File: config.mk
export PLATFORM = sky130hd
export DESIGN_NAME = pps_dist
export DESIGN_NICKNAME = d
export VERILOG_FILES = /design/src/hw/rtl/pps_pkg.sv /design/src/hw/rtl/pps_dist.sv
export SDC_FILE = /design/constraint.sdc
export NUM_CORES = 2
export LEC_CHECK = 0
export ABC_AREA = 1
export ABC_CLOCK_PERIOD_IN_PS = 11400
export BUFFER_PORTS_ARGS = -buffer_cell sky130_fd_sc_hd__buf_2
export CELL_PAD_IN_SITES_DETAIL_PLACEMENT = 2
export CELL_PAD_IN_SITES_GLOBAL_PLACEMENT = 2
export CORE_MARGIN = 10
export CORE_UTILIZATION = 40
export CTS_BUF_LIST = sky130_fd_sc_hd__clkbuf_8
export DETAILED_ROUTE_END_ITERATION = 8
export PLACE_DENSITY_LB_ADDON = 0.1
export SLEW_MARGIN = 20
export SYNTH_ARGS = -nofsm -noshare
export SYNTH_HDL_FRONTEND = slang
export SYNTH_SLANG_ARGS = --single-unit
File: constraint.sdc
create_clock -name clk -period 11.4 [get_ports clk]
set_input_delay 1.14 -clock clk [delete_from_list [all_inputs] [get_ports clk]]
set_output_delay 1.14 -clock clk [all_outputs]
set_load 0.02 [all_outputs]
File: src/hw/rtl/pps_pkg.sv
package pps_pkg;

  localparam int MAX_POINTS_DEF = 1024;
  localparam int COORD_W        = 24;
  localparam int SIDX_W         = 10;
  localparam int LOOK_W         = 23;
  localparam int FIDX_W         = 10;
  localparam int SCNT_W         = 11;
  localparam int LIM_W          = 2 * LOOK_W;
  localparam int DIST_W         = 2 * COORD_W + 1;

  typedef enum logic [1:0] {
    CMD_CLEAR     = 2'd0,
    CMD_APPEND    = 2'd1,
    CMD_NEAREST   = 2'd2,
    CMD_LOOKAHEAD = 2'd3
  } cmd_t;

  typedef enum logic [1:0] {
    STAT_OK    = 2'd0,
    STAT_EMPTY = 2'd1,
    STAT_FULL  = 2'd2
  } status_t;

  typedef enum logic [1:0] {
    S_IDLE,
    S_MOD,
    S_WALK,
    S_RESP
  } state_t;

  typedef struct packed {
    cmd_t                      cmd;
    logic signed [COORD_W-1:0] point_x;
    logic signed [COORD_W-1:0] point_y;
    logic signed [COORD_W-1:0] car_x;
    logic signed [COORD_W-1:0] car_y;
    logic [SIDX_W-1:0]         start_index;
    logic [LOOK_W-1:0]         lookahead_dist;
  } pps_in_t;

  typedef struct packed {
    logic [FIDX_W-1:0] found_index;
    status_t           status;
    logic [SCNT_W-1:0] stored_count;
  } pps_out_t;

  // position of a point within one walk over the ring
  typedef struct packed {
    logic first;
    logic last;
  } walk_tag_t;

endpackage

File: src/hw/rtl/pps_dist.sv
module pps_dist import pps_pkg::*; #(
  parameter int IW = 10
) (
  input  logic                      clk,
  input  logic                      rst_n,
  input  logic                      flush,
  input  logic                      in_vld,
  input  logic signed [COORD_W-1:0] pt_x,
  input  logic signed [COORD_W-1:0] pt_y,
  input  logic signed [COORD_W-1:0] car_x,
  input  logic signed [COORD_W-1:0] car_y,
  input  logic [IW-1:0]             in_idx,
  input  walk_tag_t                 in_tag,
  output logic                      d_vld,
  output logic [DIST_W-1:0]         d,
  output logic [IW-1:0]             d_idx,
  output walk_tag_t                 d_tag
);

  localparam int DX_W = COORD_W + 1;
  localparam int SQ_W = 2 * COORD_W;

  logic signed [DX_W-1:0] dx, dy;
  logic [DX_W-1:0]        nx, ny;
  logic [COORD_W-1:0]     ax_nxt, ay_nxt;

  logic                   a_vld_r;
  logic [COORD_W-1:0]     ax_r, ay_r;
  logic [IW-1:0]          a_idx_r;
  walk_tag_t              a_tag_r;

  logic                   s_vld_r;
  logic [SQ_W-1:0]        sx_r, sy_r;
  logic [IW-1:0]          s_idx_r;
  walk_tag_t              s_tag_r;

  logic                   d_vld_r;
  logic [DIST_W-1:0]      d_r;
  logic [IW-1:0]          d_idx_r;
  walk_tag_t              d_tag_r;

  always_comb begin
    dx     = DX_W'(pt_x) - DX_W'(car_x);
    dy     = DX_W'(pt_y) - DX_W'(car_y);
    nx     = -dx;
    ny     = -dy;
    ax_nxt = dx[DX_W-1] ? nx[COORD_W-1:0] : dx[COORD_W-1:0];
    ay_nxt = dy[DX_W-1] ? ny[COORD_W-1:0] : dy[COORD_W-1:0];
  end

  always_ff @(posedge clk) begin
    if (!rst_n || flush) begin
      a_vld_r <= 1'b0;
      s_vld_r <= 1'b0;
      d_vld_r <= 1'b0;
    end else begin
      a_vld_r <= in_vld;
      s_vld_r <= a_vld_r;
      d_vld_r <= s_vld_r;
    end
    ax_r    <= ax_nxt;
    ay_r    <= ay_nxt;
    a_idx_r <= in_idx;
    a_tag_r <= in_tag;
    sx_r    <= ax_r * ax_r;
    sy_r    <= ay_r * ay_r;
    s_idx_r <= a_idx_r;
    s_tag_r <= a_tag_r;
    d_r     <= DIST_W'(sx_r) + DIST_W'(sy_r);
    d_idx_r <= s_idx_r;
    d_tag_r <= s_tag_r;
  end

  assign d_vld = d_vld_r;
  assign d     = d_r;
  assign d_idx = d_idx_r;
  assign d_tag = d_tag_r;

endmodule

==> flow_summary.json <==
{
  "tns_ns": 0,
  "final_common_cell": "inv_1",
  "cp_max_fo": 25,
  "antenna_found_initial": 4,
  "slew-limit-headroom_pct": 45.4,
  "ys_types": 54,
  "dieWidth_um": 361,
  "worstSetupPathType": "flip-flop to flip-flop",
  "reg2reg_from": "ay_r[16]$_DFF_P_",
  "drtIter0Drc": 1429,
  "rsz0062_at_grt": "false",
  "hold_viol_final": 0,
  "yosysWarnings": 0,
  "crit_path_top_delay_cell": "dfxtp_2",
  "die_y_um": 361,
  "ctsHoldBuffers": 0,
  "setup_violations": 0,
  "period_needed_ns": 7.26,
  "max_freq_mhz": 138,
  "reg2reg_depth": 25,
  "clockRootBuffer": "clkbuf_8",
  "vias_per_cell": 4.98,
  "final_max_slew_viol_count": 0,
  "ys_seq_area_share_pct": 9.91,
  "crit_top_cell": "inv_1",
  "crit_cells": 25,
  "r2r_end": "sy_r[37]$_DFF_P_",
  "yosysTopAreaCellShare_pct": 36.4,
  "dr_total_vias": 38400,
  "clock_path_buffers": 3,
  "crit_buf_inv": 8,
  "grt_first_pass_wirelength_mm": 261,
  "die-area_mm2": 0.130,
  "crit_start": "ay_r[16]$_DFF_P_",
  "syn_to_final_growth_pct": 7.60,
  "ios": 174,
  "final_cell_count_no_fill": 7703,
  "firstDrtPassIters": 5,
  "grt_start_max_net_pins": 27,
  "final.setup_skew_ns": 0.0444,
  "avgSynthCellArea_um2": 7.74,
  "netlist_top_cells_area": "fa_1 (36%), inv_1 (15%), ha_1 (12%), nand2_1 (11%), dfxtp_1 (9.9%)",
  "insertion_delay_ns": 0.67,
  "drt-total-wl_mm": 164,
  "max_slew.worst_pin.slew_ns": 0.820,
  "dp_hpwl_mm": 141,
  "syn_area_mm2": 0.0465,
  "critPathRequiredTime_ns": 11.97,
  "nFillCells": 13400,
  "synth_area_leader_cell": "fa_1",
  "cp_slowest_stage_delay_ns": 0.85,
  "rows": 124,
  "cts.reportedPaths.clkPinSlew_ns": 0.06,
  "track_usage_pct": 25.4,
  "gp_congestion": 0.899,
  "cap_violations": 0,
  "core_mm2": 0.115,
  "drc": 0,
  "ys_ff_latch": 230,
  "start_kind": "flip-flop",
  "arrival_ns": 7.84,
  "hold_depth": 0,
  "cp-end-kind": "flip-flop",
  "mostFrequentLayoutCells": "inv_1 (1,814), nand2_1 (1,331), fa_1 (845)",
  "cts_sinks": 230,
  "grt_pass1_vias": 46300,
  "setup.worst_path.end": "sy_r[37]$_DFF_P_",
  "cts_resized": 0,
  "synth_nets": 7418,
  "hp-class": "flip-flop to flip-flop",
  "cts_buffers": 43,
  "cts_max_level": 2,
  "placed_cells": 7627,
  "outcome": "completed",
  "synthCells": 6007,
  "min_period_over_period_pct": 63.7,
  "postCtsSetupRepairBufs": 0,
  "r2r_setup_slack_ns": 4.14,
  "port-buffer-count": 173,
  "nets": 7571,
  "post_drt_wl_per_cell_um": 21.3,
  "drive_gt1_share_pct": 5.90,
  "grt_overflow": 0,
  "start_util_pct": 40.5,
  "path_delay_family": "adder cells",
  "ant_nets": 0,
  "cts_tree": "built"
}
## flip-flops by register name, indices dropped and copies added, names as in the netlist, 2 cells and up
signal and cells:
a_idx_r 10, a_tag_r 2, ax_r 24, ay_r 24, d 49, d_idx 10
d_tag 2, s_idx_r 10, s_tag_r 2, sx_r 47, sy_r 47
## kinds of logic after synthesis
family	count (synthesis)	synth area share [%]
AO/OA/AOI/OAI	417	5.12
XOR/XNOR	183	3.57
adder cells (fa/ha/maj)	1299	48.6
buffers and inverters	1918	15.6
flip-flops	230	9.91
AND/OR/NAND/NOR	1960	17.2
## stage by stage
stage | instance area [um2] | hold WS, ns | utilization (%) | worst slack (ns)
global placement | 49100 | 0.310 | 42.8 | 4.21
finish | 50000 | 0.322 | 43.6 | 4.14
floorplan | 46500 | 0.310 | - | 5.16
detailed placement | 49100 | 0.314 | 42.8 | 3.91
global route | 50000 | 0.331 | 43.6 | 3.79
CTS | 50000 | 0.330 | 43.6 | 3.89
## worst min-delay path by stage
| stage | from | end |
|---|---|---|
| after global routing | s_idx_r[0]$_DFF_P_ | d_idx[0]$_DFF_P_ |
| after global placement | a_tag_r[1]$_DFF_P_ | s_tag_r[1]$_DFF_P_ |
| final | a_idx_r[8]$_DFF_P_ | s_idx_r[8]$_DFF_P_ |
| after detailed placement | a_idx_r[4]$_DFF_P_ | s_idx_r[4]$_DFF_P_ |
| after floorplan | s_idx_r[0]$_DFF_P_ | d_idx[0]$_DFF_P_ |
| after CTS | a_idx_r[4]$_DFF_P_ | s_idx_r[4]$_DFF_P_ |
## worst reg2reg max path: stages (launching register included)
cell	delay [ns]
dfxtp_2	0.85
nand2_1	0.23
fa_1	0.56
inv_1	0.07
fa_1	0.56
inv_1	0.07
fa_1	0.54
inv_1	0.06
fa_1	0.52
inv_1	0.06
fa_1	0.53
inv_1	0.06
fa_1	0.49
inv_1	0.06
fa_1	0.52
inv_1	0.07
ha_1	0.42
nand2_1	0.11
nor2_1	0.15
inv_1	0.09
nor2_1	0.20
a21oi_1	0.15
o21ai_0	0.33
nand3_1	0.18
nand2_1	0.13
xor2_1	0.20
## cells in the mapped netlist (all sizes together)
cell	n
o21bai	19
clkbuf	100
and3	2
and2	1
nand4	31
a21boi	12
a21o	23
buf	6
o211ai	6
xnor2	66
nand3b	9
or2	5
o21a	8
nand3	173
o2bb2ai	1
o31ai	2
ha	454
a21oi	199
fa	845
o2111ai	3
a221oi	3
a31oi	35
xor2	117
nor2	330
nand2b	1
o31a	1
o21ai	98
nor3	26
nor3b	2
nand2	1358
dfxtp	230
clkinv	1
a211oi	4
inv	1811
o221ai	3
nor4	22
## final cells by class
class | count | area, um2 | share of cell area (%)
sequential | 230 | 4610 | 9.23
timing repair buffer | 214 | 1170 | 2.35
multi-input combinational | 3859 | 34600 | 69.2
tap | 1512 | 1890 | 3.78
antenna | 2 | 5.00 | 0.0100
clock inverter | 25 | 211 | 0.423
inverter | 1812 | 6810 | 13.6
clock buffer | 49 | 674 | 1.35
## layer usage
layer | vias up | wire [um] | global-route usage [%]
li1 | 17800 | - | -
met1 | 19800 | 69200 | 30.4
met2 | 582 | 86100 | 48.2
met3 | 218 | 4100 | 2.34
met4 | 2 | 4540 | 6.58
met5 | - | 13 | 0
Power is not shown: default switching activity piles up to over one toggle a cycle in this logic, so the estimate is an artifact.
