File: config.mk
export PLATFORM = sky130hd
export DESIGN_NAME = pps_mod
export DESIGN_NICKNAME = d
export VERILOG_FILES = /design/src/hw/rtl/pps_pkg.sv /design/src/hw/rtl/pps_mod.sv
export SDC_FILE = /design/constraint.sdc
export NUM_CORES = 1
export LEC_CHECK = 0
export BUFFER_PORTS_ARGS = -buffer_cell sky130_fd_sc_hd__buf_4
export CAP_MARGIN = 20
export CORE_ASPECT_RATIO = 0.8
export CORE_MARGIN = 3
export CORE_UTILIZATION = 40
export CTS_CLUSTER_DIAMETER = 200
export CTS_CLUSTER_SIZE = 25
export DETAILED_ROUTE_END_ITERATION = 10
export GPL_TIMING_DRIVEN = 0
export SLEW_MARGIN = 10
export SYNTH_ARGS = -nofsm -noshare
export SYNTH_HDL_FRONTEND = slang
export SYNTH_SLANG_ARGS = --single-unit
File: constraint.sdc
create_clock -name clk -period 3 [get_ports clk]
set_input_delay 0.15 -clock clk [delete_from_list [all_inputs] [get_ports clk]]
set_output_delay 0.15 -clock clk [all_outputs]
set_load 0.005 [all_outputs]
File: src/hw/rtl/pps_pkg.sv
package pps_pkg;

  localparam int MAX_POINTS_DEF = 1024;
  localparam int COORD_W        = 24;
  localparam int SIDX_W         = 10;
  localparam int LOOK_W         = 23;
  localparam int FIDX_W         = 10;
  localparam int SCNT_W         = 11;
  localparam int LIM_W          = 2 * LOOK_W;
  localparam int DIST_W         = 2 * COORD_W + 1;

  typedef enum logic [1:0] {
    CMD_CLEAR     = 2'd0,
    CMD_APPEND    = 2'd1,
    CMD_NEAREST   = 2'd2,
    CMD_LOOKAHEAD = 2'd3
  } cmd_t;

  typedef enum logic [1:0] {
    STAT_OK    = 2'd0,
    STAT_EMPTY = 2'd1,
    STAT_FULL  = 2'd2
  } status_t;

  typedef enum logic [1:0] {
    S_IDLE,
    S_MOD,
    S_WALK,
    S_RESP
  } state_t;

  typedef struct packed {
    cmd_t                      cmd;
    logic signed [COORD_W-1:0] point_x;
    logic signed [COORD_W-1:0] point_y;
    logic signed [COORD_W-1:0] car_x;
    logic signed [COORD_W-1:0] car_y;
    logic [SIDX_W-1:0]         start_index;
    logic [LOOK_W-1:0]         lookahead_dist;
  } pps_in_t;

  typedef struct packed {
    logic [FIDX_W-1:0] found_index;
    status_t           status;
    logic [SCNT_W-1:0] stored_count;
  } pps_out_t;

  // position of a point within one walk over the ring
  typedef struct packed {
    logic first;
    logic last;
  } walk_tag_t;

endpackage

File: src/hw/rtl/pps_mod.sv
module pps_mod import pps_pkg::*; #(
  parameter int MAX_POINTS = MAX_POINTS_DEF
) (
  input  logic                                        clk,
  input  logic                                        rst_n,
  input  logic                                        start,
  input  logic [SIDX_W-1:0]                           dividend,
  input  logic [$clog2(MAX_POINTS+1)-1:0]             divisor,
  output logic                                        done,
  output logic [((MAX_POINTS > 1) ? $clog2(MAX_POINTS) : 1)-1:0] rem
);

  localparam int CW    = $clog2(MAX_POINTS + 1);
  localparam int IW    = (MAX_POINTS > 1) ? $clog2(MAX_POINTS) : 1;
  localparam int CNT_W = $clog2(SIDX_W + 1);

  logic [CW-1:0]     rem_r, rem_nxt;
  logic [SIDX_W-1:0] sh_r, sh_nxt;
  logic [CNT_W-1:0]  cnt_r, cnt_nxt;
  logic              run_r, run_nxt;
  logic              done_r, done_nxt;
  logic [CW:0]       rem_sh;
  logic [CW:0]       rem_sub;

  // restoring remainder, one dividend bit per cycle
  always_comb begin
    rem_sh   = {rem_r, sh_r[SIDX_W-1]};
    rem_sub  = rem_sh - {1'b0, divisor};
    rem_nxt  = rem_r;
    sh_nxt   = sh_r;
    cnt_nxt  = cnt_r;
    run_nxt  = run_r;
    done_nxt = 1'b0;
    if (start) begin
      rem_nxt = '0;
      sh_nxt  = dividend;
      cnt_nxt = CNT_W'(SIDX_W);
      run_nxt = 1'b1;
    end else if (run_r) begin
      rem_nxt = (rem_sh >= {1'b0, divisor}) ? rem_sub[CW-1:0] : rem_sh[CW-1:0];
      sh_nxt  = {sh_r[SIDX_W-2:0], 1'b0};
      cnt_nxt = cnt_r - CNT_W'(1);
      if (cnt_r == CNT_W'(1)) begin
        run_nxt  = 1'b0;
        done_nxt = 1'b1;
      end
    end
  end

  always_ff @(posedge clk) begin
    if (!rst_n) begin
      run_r  <= 1'b0;
      done_r <= 1'b0;
      cnt_r  <= '0;
    end else begin
      run_r  <= run_nxt;
      done_r <= done_nxt;
      cnt_r  <= cnt_nxt;
    end
    rem_r <= rem_nxt;
    sh_r  <= sh_nxt;
  end

  assign done = done_r;
  assign rem  = rem_r[IW-1:0];

endmodule

==> summary.txt, run 1 <==
Synth top area cells -> dfxtp_1, edfxtp_1, ha_1, mux2_2, buf_4
Post-DP Area -> 2120 sq um
Design Power -> 812.9 uW
Syn_nets -> 236
Filler Cells Inserted -> 430
Worst-Margin Slew -> 0.7651 ns
Post-Synthesis Cells -> 198
Via count -> 1487
DR iter-0 viols -> 81
Layout cells sized above 1 -> 26.81%
Crit. End Element -> flip-flop
Crit share post-route -> 91.43%
Count leader, synth -> inv_1
Post-synthesis simple-gate area fraction -> 14.73%
Post-Syn Area -> 1800 sq um
Total track usage -> 15.65%
Post-CTS Setup Bufs -> 0
Fmax -> 364.6 MHz
FF-to-FF setup slack -> 0.26 ns
Post_cts resized -> 0
PortBufs -> 33
YS warnings -> 0
Adder-cell share of the synthesized area -> 10.15%
Slew headroom -> 48.80%
CP Class -> flip-flop to flip-flop
Die X -> 81.01 um
Routability congestion estimate -> 0.8796
Setup crit start -> sh_r[9]
Reg2reg path depth -> 10
Synth unique cells -> 45
Final hold slack -> 0.09973 ns
Leakage Power -> 0.0009782 uW
Mux cell area share after synthesis -> 7.436%
Synth Area in Compound Gates -> 19.53%
Register area share after synthesis -> 35.58%
Grt ovf -> 0
Flop and latch count out of synthesis -> 27
Setup crit start kind -> flip-flop
Clock latency at the later pin of the worst-skew pair -> 0.27 ns
Status -> finished clean
Synth Area per Inst -> 9.093 sq um
Cell Pwr Density -> 375.6 nW/um^2
Number of global-route vias before repair -> 1365
Max Slew Vio Count -> 0
Antenna-violating nets left -> 0
EDFF count, synth -> 10
Setup TNS -> 0 ns
Num ports -> 35
Initial antenna violation count -> 0
Clock sink total -> 27
Antenna diode instance count -> 0
# rows -> 21
Crit path DAT -> 2.94 ns
Clock skew -> 0.006067 ns
Drt via density -> 5.092
Clk buf depth -> 2
RSZ-0062 raised after global routing -> no
XOR/XNOR Fraction of Synth Area -> 3.405%
Clk root buf -> clkbuf_8
Die Ht -> 66.01 um
Class of the worst hold path -> input pin to flip-flop
Design area -> 2165 sq um
Area Growth Syn to Fin -> 20.22%
Residual DRC count -> 0
Yosys top cell area share -> 18.90%
Initial Util -> 42.30%
Ys async rst share -> 0%
Post-synth top cells -> inv_1, dfxtp_1, nor2_1
CTS buffer count -> 3
Req. time, crit path -> 3.19 ns
Final layout net count -> 274
DP HPWL -> 3.041 mm
Pre-antenna DRT Iters -> 4
CTS tree -> yes
Max-cap violation count -> 0
First-pass GRT wire length -> 6.410 mm
End of the critical path -> rem_r[6]
Largest net degree at the start of global routing -> 15
Total Die Area -> 5347 sq um
Final setup violation count -> 0
# hold bufs at CTS -> 0
Clock-pin slew on the worst setup and hold paths -> 0.09 ns
Minimum clock period -> 2.743 ns
Reg-to-reg endpoint -> rem_r[6]
Core area -> 4257 sq um
H-tree Lvls -> 1
Reg2reg start -> sh_r[9]
Yosys top cell by area -> dfxtp_1
Maximum vdd drop -> 204.2 uV
Final hold violations -> 0
Critical Path Fanout Max -> 8
Wire length per cell -> 13.49 um
Combinational family with the most area after synthesis -> compound AO/OA/AOI/OAI gates
Synth Flop Type -> dfxtp_1
WL final -> 3.939 mm
==> per-stage QoR <==
step / instances / util [%] / setup slack [ns]
detailed placement: 288 / 49.79 / 0.2703
global route: 292 / 50.85 / 0.1277
finish: 292 / 50.85 / 0.2570
global placement: 288 / 49.79 / 0.2628
CTS: 292 / 50.85 / 0.2448
floorplan: 198 / - / 0.4550
==> placed cells by master, fill, tap and decap left out, drive strengths merged, types with 3 or more instances in the layout <==
cell type / count
buf: 45
nor2b: 3
a21oi: 14
edfxtp: 10
nand2b: 4
inv: 18
xor2: 3
nor3: 5
dfxtp: 17
o21a: 6
a22o: 3
o21ai: 14
xnor2: 4
nor2: 17
clkbuf: 6
nand2: 14
ha: 13
mux2: 11
==> worst max-delay path, cell delays in order (launching register included) <==
cell       delay, ns
edfxtp_1        0.36
inv_1           0.05
ha_1            0.20
fa_1            0.39
nand2b_2        0.21
o2bb2ai_2       0.15
a211o_1         0.37
and2_1          0.18
buf_6           0.13
or3b_1          0.39
a311oi_2        0.23
==> routing by layer <==
layer	part of all wire (%)	GRT usage (%)	up-vias
met5	0	0	-
met4	1.2	5.063	0
met3	6.2	4.223	7
met2	41	22.03	39
met1	52	22.86	674
li1	-	-	767
==> final cells by class <==
| class | count | area, sq um | area share [%] |
|---|---|---|---|
| Timing Repair Buffer | 33 | 247.7 | 11.45 |
| Tap cell | 57 | 71.32 | 3.295 |
| Clock buffer | 4 | 45.04 | 2.081 |
| Sequential cell | 27 | 640.6 | 29.60 |
| Buffer | 14 | 97.59 | 4.509 |
| Inverter | 18 | 67.56 | 3.121 |
| Multi-Input combinational cell | 139 | 994.7 | 45.95 |
==> registers in the layout, indices dropped and copies added, names as in the netlist <==
signal / count
cnt_r: 4
rem_r: 11
sh_r: 10
run_r: 1
done: 1
==> power by group <==
part           internal (uW)  switching, uW
Clock                   95.2            111
Sequential               407           13.1
Combinational           93.9           92.2
Total                    596            217
==> kinds of logic (layout without fill, tap and decap cells) <==
group / Yosys count / count (layout)
adder cells (fa/ha/maj): 14 / 14
flip-flops: 27 / 27
AO/OA/AOI/OAI: 52 / 52
buffers and inverters: 32 / 69
AND/OR/NAND/NOR: 54 / 54
XOR/XNOR: 7 / 7
multiplexers: 12 / 12
==> worst min path at each step <==
stage	from	endpoint	slack, ns	cells after the start
after floorplan	rst_n	cnt_r[1]	0.27	1
after global placement	rst_n	cnt_r[3]	0.39	2
after detailed placement	rst_n	cnt_r[3]	0.39	2
after CTS	rst_n	cnt_r[3]	0.1	2
after global routing	rst_n	cnt_r[3]	0.1	2
final	rst_n	cnt_r[3]	0.1	2
Power figures use the tool's default switching activity.
==> run 2: changes to the inputs <==
--- a/config.mk
+++ b/config.mk
@@ -5,8 +5,11 @@
 export SDC_FILE = /design/constraint.sdc
 export NUM_CORES = 1
 export LEC_CHECK = 0
+export ABC_CLOCK_PERIOD_IN_PS = 3000
 export BUFFER_PORTS_ARGS = -buffer_cell sky130_fd_sc_hd__buf_4
 export CAP_MARGIN = 20
+export CELL_PAD_IN_SITES_DETAIL_PLACEMENT = 1
+export CELL_PAD_IN_SITES_GLOBAL_PLACEMENT = 1
 export CORE_ASPECT_RATIO = 0.8
 export CORE_MARGIN = 3
 export CORE_UTILIZATION = 40
@@ -14,6 +17,7 @@
 export CTS_CLUSTER_SIZE = 25
 export DETAILED_ROUTE_END_ITERATION = 10
 export GPL_TIMING_DRIVEN = 0
+export PLACE_DENSITY_LB_ADDON = 0.1
 export SLEW_MARGIN = 10
 export SYNTH_ARGS = -nofsm -noshare
 export SYNTH_HDL_FRONTEND = slang
==> run 2 against run 1 <==
  * Final cell count unchanged
  * Combinational power rose by 4%
  * First-iteration DRC count down 43%
  * Sequential cell count unchanged
  * Hold slack got worse by 0.00081 ns
==> summary.txt, run 2 (synthesized netlist as in run 1, its figures left out) <==
Critical-path top delay cell -> or3b_1
Final layout net count -> 274
Combinational fraction of design power -> 23.3%
Final setup violation count -> 0
Routability congestion estimate -> 0.7774
Critical Path Fanout Max -> 8
# hold bufs at CTS -> 0
Total track usage -> 20.02%
Biggest register -> rem_r
Proportion of power drawn by the clock network -> 25.7%
Commonest non-fill, non-tap cell in the layout -> buf_4
Max Slew Vio Count -> 0
Setup ws final -> 0.1043 ns
Reg-to-reg endpoint -> rem_r[6]
Crit share post-route -> 96.52%
First-pass GRT wire length -> 8.273 mm
Setup TNS -> 0 ns
Reg2reg path depth -> 10
Total Die Area -> 5347 sq um
Switch share -> 27.75%
Multi-input combinational cell area -> 994.7 sq um
Post-Layout Cell Count -> 292
Hold-critical path endpoint -> cnt_r[1]
Post-CTS Setup Bufs -> 0
Crit. End Element -> flip-flop
Antenna-violating nets left -> 0
Drt via density -> 5.342
Pint -> 596.8 uW
Clock skew -> 0.003377 ns
Residual DRC count -> 0
DR iter-0 viols -> 46
Antenna diode instance count -> 0
Die Ht -> 66.01 um
Clock-pin slew on the worst setup and hold paths -> 0.09 ns
Leakage Power -> 0.0009782 uW
Global route hottest layer -> met2
Status -> finished clean
M3 GR Usage -> 4.223%
Reg2reg start -> sh_r[9]
Cell Pwr Density -> 381.6 nW/um^2
Number of global-route vias before repair -> 1730
Initial Util -> 42.30%
Final hold slack -> 0.09893 ns
Via count -> 1560
Crit path DAT -> 3.08 ns
Max-cap violation count -> 0
WHS Path Cells -> 2
PortBufs -> 33
Clk root buf -> clkbuf_8
Slew headroom -> 51.03%
# rows -> 21
Post_cts resized -> 0
CP Class -> flip-flop to flip-flop
Die X -> 81.01 um
WL final -> 4.668 mm
Largest net degree at the start of global routing -> 15
CTS tree -> yes
DP Worst Slack -> 0.1384 ns
Class of the worst hold path -> input pin to flip-flop
Sequential fraction of design power -> 51.0%
Area Growth Syn to Fin -> 20.22%
Num ports -> 35
Filler Cells Inserted -> 528
Fmax -> 345.3 MHz
Grt met1 use -> 25.25%
Clock sink total -> 27
Clock latency at the later pin of the worst-skew pair -> 0.28 ns
CTS buffer count -> 3
RSZ-0062 raised after global routing -> no
CP bufs+invs -> 2
Maximum vdd drop -> 292.3 uV
Wire length per cell -> 15.99 um
Layout cells sized above 1 -> 26.81%
Max FFs per register -> 11
Req. time, crit path -> 3.19 ns
FF-to-FF setup slack -> 0.10 ns
Core area -> 4257 sq um
Grt met2 use -> 34.73%
FF+latch area -> 640.6 sq um
Clk buf depth -> 2
Minimum clock period -> 2.896 ns
H-tree Lvls -> 1
Worst Hold Launch -> rst_n
Grt ovf -> 0
Switch Pwr -> 229.2 uW
Critical path, cell by cell -> inv_1 > ha_1 > fa_1 > nand2b_2 > o2bb2ai_2 > a211o_1 > and2_1 > buf_6 > or3b_1 > a311oi_2
Biggest regs -> rem_r: 11 flops, sh_r: 10 flops, cnt_r: 4 flops
DP HPWL -> 3.746 mm
Post-Place Cells -> 288
Setup crit start kind -> flip-flop
Final hold violations -> 0
Most frequent cells in the layout -> buf_4, inv_1, nor2_1, dfxtp_1
Highest cell delay on the worst timing path -> 0.41 ns
Pre-antenna DRT Iters -> 4
Crit path max-delay family -> simple AND/OR/NAND/NOR gates
Worst-Margin Slew -> 0.7318 ns
Initial antenna violation count -> 0
run 2: cell counts in the layout (fill, tap and decap cells not counted):
Identical to the previous run, type by type.
run 2: power by group through the flow:
stage | clock network (uW) | logic (uW) | registers [uW]
after floorplan | 0 | 128 | 424
after global placement | 0 | 184 | 428
after detailed placement | 0 | 192 | 430
after CTS | 216 | 195 | 422
after global routing | 231 | 218 | 425
final | 212 | 193 | 421
run 2: how the worst max path moves through the flow:
stage	slack, ns	cells after the start	start	endpoint
6_report	0.10	10	sh_r[9]	rem_r[6]
5_1_grt	0.002	10	sh_r[9]	rem_r[6]
3_3_place_gp	0.23	10	sh_r[9]	rem_r[6]
3_5_place_dp	0.14	10	sh_r[9]	rem_r[6]
2_1_floorplan	0.46	10	sh_r[9]	rem_r[6]
4_1_cts	0.11	10	sh_r[9]	rem_r[6]
run 2: worst reg2reg max path, delay by kind of cell (launching register included):
kind                     cells  cell delay [ns]
flip-flops                   1             0.39
AO/OA/AOI/OAI                3             0.81
buffers and inverters        2             0.19
AND/OR/NAND/NOR              3             0.82
adder cells (fa/ha/maj)      2             0.60
run 2: stage by stage:
step / util [%] / power [uW] / area (sq um)
after floorplan: - / 552.7 / 1800
after global placement: 49.79 / 611.5 / 2120
after detailed placement: 49.79 / 622.6 / 2120
after CTS: 50.85 / 832.8 / 2165
after global routing: 50.85 / 874.1 / 2165
final: 50.85 / 826.0 / 2165
run 2: final cells by class:
cell class / instances / area share (%)
plain buffers: 14 / 4.509
well taps: 57 / 3.295
multi-input cells: 139 / 45.95
inverters: 18 / 3.121
clock buffers: 4 / 2.081
repair buffers: 33 / 11.45
flip-flops and latches: 27 / 29.60
run 2: routing by layer:
| metal | wire, um | up-vias |
|---|---|---|
| met5 | 0 | - |
| met4 | 69 | 0 |
| met3 | 190 | 9 |
| met2 | 2265 | 30 |
| met1 | 2142 | 752 |
| li1 | - | 769 |
